[config.mk]
export PLATFORM = sky130hd
export DESIGN_NAME = spi_register_field_master
export DESIGN_NICKNAME = d
export VERILOG_FILES = /design/src/sv/spi_rfm_pkg.sv /design/src/sv/spi_rfm_field.sv /design/src/sv/spi_rfm_core.sv /design/src/sv/spi_register_field_master.sv
export SDC_FILE = /design/constraint.sdc
export NUM_CORES = 1
export LEC_CHECK = 0
export ABC_AREA = 0
export BUFFER_PORTS_ARGS = -buffer_cell sky130_fd_sc_hd__buf_2
export CAP_MARGIN = 10
export CORE_UTILIZATION = 30
export DETAILED_ROUTE_END_ITERATION = 7
export GPL_ROUTABILITY_DRIVEN = 0
export PLACE_DENSITY = 0.47
export SLEW_MARGIN = 30
export SYNTH_ARGS = -nofsm -noshare
export SYNTH_HDL_FRONTEND = slang
export SYNTH_HIERARCHICAL = 1
export SYNTH_SLANG_ARGS = --single-unit
[constraint.sdc]
create_clock -name clk -period 3.9 [get_ports clk]
set_input_delay 1.17 -clock clk [delete_from_list [all_inputs] [get_ports clk]]
set_output_delay 1.17 -clock clk [all_outputs]
set_load 0.02 [all_outputs]
[src/sv/spi_rfm_pkg.sv]
`timescale 1ns / 1ps
// ============================================================================
// spi_rfm_pkg: shared types and constants of the SPI register field master
// Field widths of the item ports, command codes, sequence states and the
// structs passed between the top level and the core.
// ============================================================================
package spi_rfm_pkg;

	// Fixed port widths
	localparam int CMD_BITS    = 3;
	localparam int ADDR_BITS   = 15;
	localparam int VALUE_BITS  = 16;
	localparam int FIELD_BITS  = 8;
	localparam int NIBBLE_BITS = 4;
	localparam int RESULT_BITS = 16;

	// Command codes on the cmd port
	localparam logic [CMD_BITS-1:0] CMD_TICK   = 3'd0;
	localparam logic [CMD_BITS-1:0] CMD_WRITE  = 3'd1;
	localparam logic [CMD_BITS-1:0] CMD_READ   = 3'd2;
	localparam logic [CMD_BITS-1:0] CMD_MODIFY = 3'd3;
	localparam logic [CMD_BITS-1:0] CMD_GET    = 3'd4;

	// Running sequence; codes 1..4 match the command codes
	typedef enum logic [CMD_BITS-1:0] {
		OP_IDLE      = 3'd0,
		OP_WRITE     = 3'd1,
		OP_READ      = 3'd2,
		OP_MODIFY    = 3'd3,
		OP_GET       = 3'd4,
		OP_WRITEBACK = 3'd5
	} op_t;

	// One input item (one half serial-clock tick)
	typedef struct packed {
		logic [CMD_BITS-1:0]   cmd;
		logic [ADDR_BITS-1:0]  reg_address;
		logic [VALUE_BITS-1:0] write_value;
		logic [FIELD_BITS-1:0] field_spec;
		logic                  miso_bit;
	} item_t;

	// One result item
	typedef struct packed {
		logic                   sclk_level;
		logic                   sen_level;
		logic                   mosi_level;
		logic                   busy_res;
		logic                   done_res;
		logic [RESULT_BITS-1:0] read_result;
		logic                   cmd_ignored;
	} result_t;

endpackage

[src/sv/spi_rfm_field.sv]
`timescale 1ns / 1ps
// ============================================================================
// spi_rfm_field: register field extract and merge
// Builds the msb..lsb mask from the field spec, pulls the field down to bit 0
// and merges a new field value into the word read back.
// ============================================================================
module spi_rfm_field #(
	parameter int WORD_BITS = 16
) (
	input  logic [WORD_BITS-1:0]               in_word,
	input  logic [WORD_BITS-1:0]               field_value,
	input  logic [spi_rfm_pkg::FIELD_BITS-1:0] field_spec,
	output logic [WORD_BITS-1:0]               merged_word,
	output logic [spi_rfm_pkg::RESULT_BITS-1:0] field_out
);
	import spi_rfm_pkg::*;

	logic [NIBBLE_BITS-1:0] msb;
	logic [NIBBLE_BITS-1:0] lsb;
	logic [WORD_BITS-1:0]   fmask;
	logic [WORD_BITS-1:0]   extracted;

	assign msb = field_spec[FIELD_BITS-1:NIBBLE_BITS];
	assign lsb = field_spec[NIBBLE_BITS-1:0];

	// Mask is empty when msb is below lsb; bits past the word drop out
	always_comb begin
		for (int i = 0; i < WORD_BITS; i++) begin
			fmask[i] = (i >= int'(lsb)) && (i <= int'(msb));
		end
	end

	assign extracted   = (in_word & fmask) >> lsb;
	assign field_out   = RESULT_BITS'(extracted);
	assign merged_word = (in_word & ~fmask) | ((field_value << lsb) & fmask);

endmodule

[src/sv/spi_rfm_core.sv]
`timescale 1ns / 1ps
// ============================================================================
// spi_rfm_core: SPI sequencer state and one-tick step
// Holds the transaction state and pin levels; each enabled tick advances the
// sequence by one half serial-clock period and forms that tick's result.
// ============================================================================
module spi_rfm_core #(
	parameter int WORD_BITS = 16
) (
	input  logic                 clk,
	input  logic                 arst_n,
	input  logic                 en,
	input  spi_rfm_pkg::item_t   item,
	output spi_rfm_pkg::result_t result
);
	import spi_rfm_pkg::*;

	localparam int AW = WORD_BITS - 1;
	localparam int FW = 2 * WORD_BITS;
	localparam int PW = $clog2(4 * WORD_BITS + 3);
	localparam int SW = $clog2(FW);

	localparam logic [PW-1:0]   PH_2W     = PW'(2 * WORD_BITS);
	localparam logic [PW-1:0]   PH_4W     = PW'(4 * WORD_BITS);
	localparam logic [PW-1:0]   PH_4W1    = PW'(4 * WORD_BITS + 1);
	localparam logic [PW-2:0]   LAST_POS  = (PW-1)'(FW - 1);

	// Sequence state
	op_t                  op_q,        op_d;
	logic [PW-1:0]        phase_q,     phase_d;
	logic [FW-1:0]        frame_q,     frame_d;
	logic [WORD_BITS-1:0] in_shift_q,  in_shift_d;
	logic [AW-1:0]        addr_q,      addr_d;
	logic [WORD_BITS-1:0] value_q,     value_d;
	logic [FIELD_BITS-1:0] field_q,    field_d;
	logic                 sclk_q,      sclk_d;
	logic                 sen_q,       sen_d;
	logic                 mosi_q,      mosi_d;

	logic                   is_cmd;
	logic                   advance;
	logic                   busy, done, ignored;
	logic [RESULT_BITS-1:0] res;
	logic [WORD_BITS-1:0]   merged_word;
	logic [RESULT_BITS-1:0] field_out;

	assign is_cmd = (item.cmd == CMD_WRITE) || (item.cmd == CMD_READ) ||
	                (item.cmd == CMD_MODIFY) || (item.cmd == CMD_GET);

	spi_rfm_field #(
		.WORD_BITS(WORD_BITS)
	) u_field (
		.in_word    (in_shift_q),
		.field_value(value_q),
		.field_spec (field_q),
		.merged_word(merged_word),
		.field_out  (field_out)
	);

	// Next state of one tick
	always_comb begin
		logic [PW-1:0]   k;
		logic [PW-2:0]   pos;
		op_d       = op_q;
		phase_d    = phase_q;
		frame_d    = frame_q;
		in_shift_d = in_shift_q;
		addr_d     = addr_q;
		value_d    = value_q;
		field_d    = field_q;
		sclk_d     = sclk_q;
		sen_d      = sen_q;
		mosi_d     = mosi_q;
		busy       = 1'b0;
		done       = 1'b0;
		ignored    = 1'b0;
		res        = '0;
		advance    = 1'b1;
		k          = phase_q - PW'(1);
		pos        = LAST_POS - k[PW-1:1];

		// Command start, or flag a command that comes while busy
		if (op_q == OP_IDLE) begin
			if (is_cmd) begin
				addr_d     = AW'(item.reg_address);
				value_d    = WORD_BITS'(item.write_value);
				field_d    = item.field_spec;
				op_d       = op_t'(item.cmd);
				phase_d    = '0;
				in_shift_d = '0;
				if (item.cmd == CMD_WRITE) begin
					frame_d = {1'b1, AW'(item.reg_address), WORD_BITS'(item.write_value)};
				end else begin
					frame_d = {1'b0, AW'(item.reg_address), {WORD_BITS{1'b0}}};
				end
			end
		end else if (is_cmd) begin
			ignored = 1'b1;
		end

		// Pin levels for this half period
		if (op_d != OP_IDLE) begin
			busy = 1'b1;
			if (phase_d == '0) begin
				sclk_d = 1'b0;
				sen_d  = 1'b0;
			end else if (op_d == OP_WRITE || op_d == OP_WRITEBACK) begin
				if (phase_d <= PH_4W) begin
					sclk_d = ~phase_d[0];
					if (phase_d[0]) begin
						mosi_d = frame_d[pos[SW-1:0]];
					end
				end else begin
					sclk_d  = 1'b0;
					sen_d   = 1'b1;
					mosi_d  = 1'b1;
					done    = 1'b1;
					res     = (op_d == OP_WRITEBACK) ? RESULT_BITS'(value_d) : '0;
					op_d    = OP_IDLE;
					advance = 1'b0;
				end
			end else if (phase_d <= PH_2W) begin
				// address frame
				sclk_d = ~phase_d[0];
				if (phase_d[0]) begin
					mosi_d = frame_d[pos[SW-1:0]];
				end
			end else if (phase_d <= PH_4W) begin
				// data frame, sample on the rising edge
				sclk_d = ~phase_d[0];
				if (phase_d[0]) begin
					mosi_d = 1'b1;
				end else begin
					in_shift_d = {in_shift_d[WORD_BITS-2:0], item.miso_bit};
				end
			end else if (phase_d == PH_4W1) begin
				sclk_d = 1'b0;
			end else begin
				sclk_d  = 1'b0;
				sen_d   = 1'b1;
				mosi_d  = 1'b1;
				advance = 1'b0;
				if (op_d == OP_READ) begin
					done = 1'b1;
					res  = RESULT_BITS'(in_shift_q);
					op_d = OP_IDLE;
				end else if (op_d == OP_GET) begin
					done = 1'b1;
					res  = field_out;
					op_d = OP_IDLE;
				end else begin
					// modify: write the merged word straight back
					value_d = merged_word;
					frame_d = {1'b1, addr_q, merged_word};
					op_d    = OP_WRITEBACK;
					phase_d = '0;
				end
			end
			if (advance) begin
				phase_d = phase_d + PW'(1);
			end else if (op_d == OP_IDLE) begin
				phase_d = '0;
			end
		end
	end

	// Result of this tick
	always_comb begin
		result.sclk_level  = sclk_d;
		result.sen_level   = sen_d;
		result.mosi_level  = mosi_d;
		result.busy_res    = busy;
		result.done_res    = done;
		result.read_result = res;
		result.cmd_ignored = ignored;
	end

	// State registers
	always_ff @(posedge clk or negedge arst_n) begin
		if (!arst_n) begin
			op_q       <= OP_IDLE;
			phase_q    <= '0;
			frame_q    <= '0;
			in_shift_q <= '0;
			addr_q     <= '0;
			value_q    <= '0;
			field_q    <= '0;
			sclk_q     <= 1'b0;
			sen_q      <= 1'b1;
			mosi_q     <= 1'b1;
		end else if (en) begin
			op_q       <= op_d;
			phase_q    <= phase_d;
			frame_q    <= frame_d;
			in_shift_q <= in_shift_d;
			addr_q     <= addr_d;
			value_q    <= value_d;
			field_q    <= field_d;
			sclk_q     <= sclk_d;
			sen_q      <= sen_d;
			mosi_q     <= mosi_d;
		end
	end

endmodule

[src/sv/spi_register_field_master.sv]
`timescale 1ns / 1ps
// ============================================================================
// spi_register_field_master: SPI master for register read/write/field access
// Top level with input and result registers around the sequencer core.
// ============================================================================
// Usage:
//   Each input item is one half serial-clock period. It carries a command
//   (tick only, write, read, modify field, get field), its operands and the
//   sampled slave data bit. Each item gives exactly one result item with the
//   pin levels for that half period plus busy, done, read data and an
//   ignored-command flag. Drive the pins from accepted results in order.
//   The item is held in the input register and its result is registered in
//   the result register; the core step between them is combinational.
//   Throughput is one item per cycle while the receiver does not stall.
//   A write runs 4*WORD_BITS+2 items, a read or get field 4*WORD_BITS+3,
//   a modify field both back to back. Commands that come while a sequence
//   runs are dropped and flagged.
//   Reset clears the valid flags of both registers and idles the core's pin state at sclk 0, sen 1, mosi 1.
//   When the receiver stalls, the result holds and the input register keeps
//   its item; in_stall rises once both are full.
// ============================================================================
module spi_register_field_master #(
	parameter int WORD_BITS = 16
) (
	input  logic                                 clk,
	input  logic                                 arst_n,
	input  logic                                 in_valid,
	output logic                                 in_stall,
	input  logic [spi_rfm_pkg::CMD_BITS-1:0]     cmd,
	input  logic [spi_rfm_pkg::ADDR_BITS-1:0]    reg_address,
	input  logic [spi_rfm_pkg::VALUE_BITS-1:0]   write_value,
	input  logic [spi_rfm_pkg::FIELD_BITS-1:0]   field_spec,
	input  logic                                 miso_bit,
	output logic                                 out_valid,
	input  logic                                 out_stall,
	output logic                                 sclk_level,
	output logic                                 sen_level,
	output logic                                 mosi_level,
	output logic                                 busy_res,
	output logic                                 done_res,
	output logic [spi_rfm_pkg::RESULT_BITS-1:0]  read_result,
	output logic                                 cmd_ignored
);
	import spi_rfm_pkg::*;

	logic    valid_s1;
	item_t   item_s1;
	logic    out_valid_q;
	result_t result_q;
	result_t step_result;
	logic    step_en;
	logic    in_accept;

	// Step when there is an item and room in the result register
	assign step_en   = valid_s1 && (!out_valid_q || !out_stall);
	assign in_stall  = valid_s1 && !step_en;
	assign in_accept = in_valid && !in_stall;

	// Input register
	always_ff @(posedge clk or negedge arst_n) begin
		if (!arst_n) begin
			valid_s1 <= 1'b0;
		end else begin
			valid_s1 <= in_accept || (valid_s1 && !step_en);
		end
	end

	always_ff @(posedge clk) begin
		if (in_accept) begin
			item_s1 <= '{cmd: cmd, reg_address: reg_address, write_value: write_value,
			             field_spec: field_spec, miso_bit: miso_bit};
		end
	end

	spi_rfm_core #(
		.WORD_BITS(WORD_BITS)
	) u_core (
		.clk   (clk),
		.arst_n(arst_n),
		.en    (step_en),
		.item  (item_s1),
		.result(step_result)
	);

	// Result register
	always_ff @(posedge clk or negedge arst_n) begin
		if (!arst_n) begin
			out_valid_q <= 1'b0;
		end else if (step_en) begin
			out_valid_q <= 1'b1;
		end else if (!out_stall) begin
			out_valid_q <= 1'b0;
		end
	end

	always_ff @(posedge clk) begin
		if (step_en) begin
			result_q <= step_result;
		end
	end

	assign out_valid   = out_valid_q;
	assign sclk_level  = result_q.sclk_level;
	assign sen_level   = result_q.sen_level;
	assign mosi_level  = result_q.mosi_level;
	assign busy_res    = result_q.busy_res;
	assign done_res    = result_q.done_res;
	assign read_result = result_q.read_result;
	assign cmd_ignored = result_q.cmd_ignored;

endmodule

Word-level counts from Yosys, hierarchy flattened

Cells that the tools add are included.

Bits in registers: 167
Bits of input ports: 47
Output and inout port bits: 24
Word-level logic and storage cells: 215

Add/subtract/negate cells: 3
Order comparisons: 33
Eq/ne operators: 10
Shift operators: 2
Mux-type cells: 103
Bitwise logic cells: 7
Reductions and logical operators: 33

Operator list:

| cell                                                                               | number |
|---|---|
| 16-bit 2-to-1 mux                                                                  | 26 |
| 32-bit 2-to-1 mux                                                                  | 11 |
| 7-bit 2-to-1 mux                                                                   | 13 |
| 16-bit AND                                                                         | 3 |
| 1-bit 2-to-1 mux                                                                   | 40 |
| 3-bit 2-to-1 mux                                                                   | 12 |
| 4-bit <= comparator, first input constant                                          | 8 |
| 4-bit greater-or-equal comparator, first input constant                            | 7 |
| 1-bit logical AND                                                                  | 17 |
| 3-bit by 4-bit greater-or-equal comparator with 1-bit output, first input constant | 4 |
| 3-bit by 4-bit <= comparator with 1-bit output, first input constant               | 4 |
| 16-bit inverter                                                                    | 1 |
| 16-bit OR                                                                          | 1 |
| 16-bit by 4-bit << shifter with 16-bit output                                      | 1 |
| 16-bit by 4-bit right shift with 16-bit output                                     | 1 |
| 3-bit by 2-bit == test with 1-bit output, second input constant                    | 3 |
| 3-bit == test, second input constant                                               | 3 |
| 1-bit by 4-bit greater-or-equal comparator with 1-bit output, first input constant | 2 |
| 2-bit by 4-bit greater-or-equal comparator with 1-bit output, first input constant | 2 |
| 2-bit by 4-bit <= comparator with 1-bit output, first input constant               | 2 |
| 7-bit by 1-bit adder with 7-bit output, second input constant                      | 1 |
| 7-bit == test, second input constant                                               | 1 |
| 7-bit by 6-bit <= comparator with 1-bit output, second input constant              | 1 |
| 7-bit <= comparator, second input constant                                         | 1 |
| other kinds (15)                                                                   | 26 |

Depth between registers and ports, before layout

Word-level depth: 19
Mapped depth: 13
Mapped depth without buffers: 10

Hierarchy

The synthesis kept the hierarchy.

By module, submodules not included:

| module                    | times used | cells each | area each (um^2) | sequential area each (um^2) |
|---|---|---|---|---|
| spi_rfm_core              | 1          | 642        | 5863.1           | 2504.9 |
| spi_register_field_master | 1          | 73         | 2044.5           | 2001.9 |
| spi_rfm_field             | 1          | 262        | 1799.2           | 0.0 |

Least setup slack after synthesis

No wires, ideal clock.

Path kind: input -> register
Start: in out_stall
End: reg u_core.addr_q[10]
Library setup time: 125 ps
Data arrival time: 4024 ps
Data required time: 3775 ps
Path slack: -248 ps
Stages: 5
Buffers on the path: 2
Cell sequence: a21boi_0 > clkbuf_1 > nand2_1 > clkbuf_1 > mux2_2

Longest elaborated chain between the ends: 4

RTL lines:

| what                                 | RTL line                        | source |
|---|---|---|
| from (decl)                          | spi_register_field_master.sv:35 | `input logic out_stall,` |
| 1-bit logical NOT                    | n/a                             |  |
| 1-bit logical OR                     | spi_register_field_master.sv:55 | `assign step_en = valid_s1 && (!out_valid_q \|\| !out_stall);` |
| 1-bit logical AND                    | spi_register_field_master.sv:55 |  |
| 3-bit AND reduction (no source line) | n/a                             |  |
| to (signal assigned)                 | spi_rfm_core.sv:196             | `addr_q <= addr_d;` |
| to (decl)                            | spi_rfm_core.sv:33              | `logic [AW-1:0] addr_q, addr_d;` |

No other way between the ends.
A chain may end at the register's enable or synchronous reset.

Worst setup path in the final report

Start: reg u_core.op_q[0]
End: reg u_core.value_q[13]

Longest elaborated chain between the ends: 11
Elaborated cells between the ends (all ways): 23
Classes of those cells: order compare: 2; eq/ne: 5; mux: 12; reduce/logical: 4

RTL lines:

| what                                                         | RTL line                               | source |
|---|---|---|
| from (decl)                                                  | spi_rfm_core.sv:29                     | `op_t op_q, op_d;` |
| from (signal assigned)                                       | spi_rfm_core.sv:192                    | `op_q <= op_d;` |
| 3-bit logical NOT / 3-bit 2-to-1 mux (equally long branches) | spi_rfm_core.sv:83, spi_rfm_core.sv:84 |  |
| 3-bit 2-to-1 mux                                             | spi_rfm_core.sv:83                     | `if (op_q == OP_IDLE) begin` |
| 3-bit == test                                                | spi_rfm_core.sv:147                    | `end else if (op_d == OP_GET) begin` |
| 16-bit 2-to-1 mux                                            | spi_rfm_core.sv:147                    |  |
| 16-bit 2-to-1 mux                                            | spi_rfm_core.sv:143                    | `if (op_d == OP_READ) begin` |
| 16-bit 2-to-1 mux                                            | spi_rfm_core.sv:136                    | `end else if (phase_d == PH_4W1) begin` |
| 16-bit 2-to-1 mux                                            | spi_rfm_core.sv:128                    | `end else if (phase_d <= PH_4W) begin` |
| 16-bit 2-to-1 mux                                            | spi_rfm_core.sv:122                    | `end else if (phase_d <= PH_2W) begin` |
| 16-bit 2-to-1 mux                                            | spi_rfm_core.sv:107                    | `end else if (op_d == OP_WRITE \|\| op_d == OP_WRITEBACK) begin` |
| 16-bit 2-to-1 mux                                            | spi_rfm_core.sv:104                    | `if (phase_d == '0) begin` |
| 16-bit 2-to-1 mux (*)                                        | spi_rfm_core.sv:102                    | `if (op_d != OP_IDLE) begin` |
| to (signal assigned)                                         | spi_rfm_core.sv:197                    | `value_q <= value_d;` |
| to (decl)                                                    | spi_rfm_core.sv:34                     | `logic [WORD_BITS-1:0] value_q, value_d;` |

Mark *: on every way between the ends. The rest lies on a longest branch, timed or not.

==> out/metrics.cfg <==
[setup_path]
timing.critical_path.slowest_stage_cell = or3_2
cp-start-kind = register
cp_data_arrival_time_ps = 3640
crit_family = simple AND/OR/NAND/NOR gates
worstPathCellList = or3_4, or3_2, buf_12, a21oi_2, buf_4, nor2_1, a21oi_1
criticalPathCategory = reg -> reg
worstReg2RegStart = u_core/op_q[0]
timing.rr.end = u_core/value_q[13]
reg2reg_depth = 7
crit_path_end_kind = register
required_time_of_the_critical_path_ps = 4250
critical_path.max_fanout = 61
critical-path-max-stage-delay_ps = 720
total_buffers_and_inverters_traversed_by_the_critical_path = 2
worst-r2r-setup-slack_ps = 610

[detailed_routing]
wire_length_on_met3_mm = 1.92
drt-wirelength-per-cell_um = 21.2
initialDrtViolationCount = 897
first_pass_drt_iterations = 8
antenna_violating_nets_post_route = 0
wl_met2_mm = 12.6
via_count = 8096
routedLengthMet1_mm = 15.3
via_per_inst = 5.68
route.detailed.drc = 0
wl_mm = 30.2
dr.max_layer_used = met4

[timing]
setup_total_neg_slack_ps = 0
hold_viol = 0
fin_worst_skew_ps = 14.4
max_slew.worst_pin.slew_ps = 928
min_period_over_period_pct = 84.3
max_freq_ghz = 0.304
worst_slew_margin_rel_pct = 38.2
final_period_minus_worst_setup_slack_ps = 3290
rsz0062_at_grt = false
report.final.setup_viol = 0
final-max-slew-violation-count = 0

[cells_and_area]
synthToLayoutAreaGrowth_pct = 12.9
antenna_cells_inserted = 0
fillCellCount = 3246
stdcell_area_mm2 = 0.0110
drive_gt1_share_pct = 20.8
post_layout_utilization_of_the_core_pct = 34.6
final_nets = 1059

[global_route]
largest_net_degree_at_the_start_of_global_routing = 62
grt_pass1_vias = 7679
grt_antenna_before_repair = 0
grt_pass1_wl_mm = 47.2
globalRouteTotalUtil_pct = 18.5
globalRoute.totalOverflow = 0

[worst_hold_path]
timing.hold.worst_endpoint = u_core/frame_q[31]
worstHoldStart = u_core/frame_q[31]
holdCritPathClass = reg -> reg
number_of_cells_traversed_by_the_worst_hold_path = 2

[power_and_ir_drop]
peak_supply_drop_mv = 0.345
power_density_relative_to_cell_area_mw_per_mm2 = 873
total_leakage_power_nw = 4.25

[cts]
numCtsBuffers = 17
clock_latency_on_the_worst_skew_pair_ps = 440
cts_root_buffer = clkbuf_16
clkSlewWorstSetupHoldPaths_ps = 70
tritoncts = yes
post-cts-setup-buffer-count = 0
cts-resized-gates = 0
cts_sinks = 167
postCtsHoldBufs = 0
htreeDepth = 4
cts-root-to-sink-buffers = 2

[logic_synthesis]
syn-cell-area_mm2 = 0.00971
synthArstFlopShare_pct = 61.1
synth.largest_area_cell = dfrtp_1
synth_flop_cell = dfrtp_1
synth.yosys.seq_area_share_pct = 46.4
yosys.cell_types.count = 89
synth-edff-count = 65
synthesis.instances = 977
ys_seq_elements = 167
yosys.cell_count.top_type = nand2_1
postSynthNetCount = 1026
synth_largest_type_area_fraction_pct = 25.8
total_of_warnings_raised_by_yosys = 6
syn_avg_cell_area_um2 = 9.94
synth_common_cells = nand2_1, dfrtp_1, nor2_1
yosys-top-cells-area = dfrtp_1, edfxtp_1, nand2_1, mux2_2, a21oi_1

[run_status]
outcome = finished, final reports clean

[placement]
place_hpwl_mm = 21.3
placed_cell_area_mm2 = 0.0104
numPortBuffers = 70

[die]
core_region_area_mm2 = 0.0317
ioPinCount = 71
floorplan_die_height_um = 182
die_area_mm2 = 0.0331
num_rows = 65
die_width_um = 182
start_util_pct = 30.6

[flow_run]
maxCapViolations = 0

## cell type report
cell class                 instances  area (µm²)  share of cell area, %
tap                              402         503                   4.59
multi-input combinational        703        4670                   42.6
inverter                          21        78.8                  0.719
timing repair buffer             100         603                   5.50
clock buffer                      17         425                   3.88
sequential                       167        4510                   41.1
clock inverter                    15         175                   1.60
## worst register-to-register path, delay by kind of cell (launching register included)
family | cells | cell delay [ps]
simple gates | 3 | 1260
compound gates | 2 | 840
flops | 1 | 450
buf+inv | 2 | 660
## power breakdown
part | total (mW) | internal, mW | switching [mW]
logic | 4.62 | 1.89 | 2.73
registers | 3.18 | 2.36 | 0.823
clock network | 1.76 | 0.920 | 0.837
## flip-flops by register name, indices dropped and copies added, names as in the netlist, 3 cells and up
| signal | count |
|---|---|
| item_s1 | 43 |
| u_core/phase_q | 7 |
| u_core/field_q | 8 |
| u_core/addr_q | 15 |
| u_core/frame_q | 32 |
| u_core/value_q | 16 |
| u_core/in_shift_q | 16 |
| read_result | 16 |
| u_core/op_q | 3 |
## placed cells by master, fill, tap and decap left out, types with 8 or more instances in the layout
cell,count
a211oi_1,9
a21oi_1,68
a222oi_1,16
a22o_1,19
a22oi_1,16
a31oi_1,13
buf_2,69
buf_4,29
clkbuf_16,17
dfrtp_1,99
edfxtp_1,65
inv_1,20
mux2_2,35
mux2i_1,26
mux4_2,14
nand2_1,111
nand3_1,20
nand4_1,10
nor2_1,92
nor3_1,18
o211ai_1,11
o21ai_0,36
o21ai_1,19
o22ai_1,41
o31ai_1,8
## stage by stage
stage	instances	setup WS, ps	power [mW]	hold slack [ps]
global route	1425	365	10.2	497
detailed placement	1393	644	7.75	460
global placement	1393	653	7.74	455
CTS	1425	579	9.55	479
finish	1425	611	9.57	478
floorplan	977	374	6.44	440
## layer usage
metal,up-vias,track usage (%)
li1,3787,-
met1,3952,28.6
met2,327,26.2
met3,30,2.89
met4,0,4.97
met5,-,0
## kinds of logic after synthesis
logic type                 count (synthesis)  synth area share [%]
xor gates and xnor gates                   4                 0.361
AOI/OAI and AO/OA                        321                  22.8
adders and majority gates                  2                 0.258
DFF                                      167                  46.4
muxes                                     75                  9.99
buffers and inverters                    107                  5.72
and+or+nand+nor                          301                  14.4
## how the worst max path moves through the flow
stage | start | to | slack [ps] | cells past startpoint
6_report | u_core/op_q[0] | u_core/value_q[13] | 610 | 7
5_1_grt | u_core/op_q[0] | u_core/value_q[6] | 370 | 7
4_1_cts | u_core/op_q[0] | u_core/value_q[1] | 580 | 7
3_5_place_dp | u_core/op_q[1] | u_core/value_q[13] | 640 | 7
3_3_place_gp | u_core/op_q[0] | u_core/value_q[0] | 650 | 7
2_1_floorplan | out_stall | u_core/addr_q[10] | 370 | 5
No activity file was read; power rests on OpenSTA's default activity.
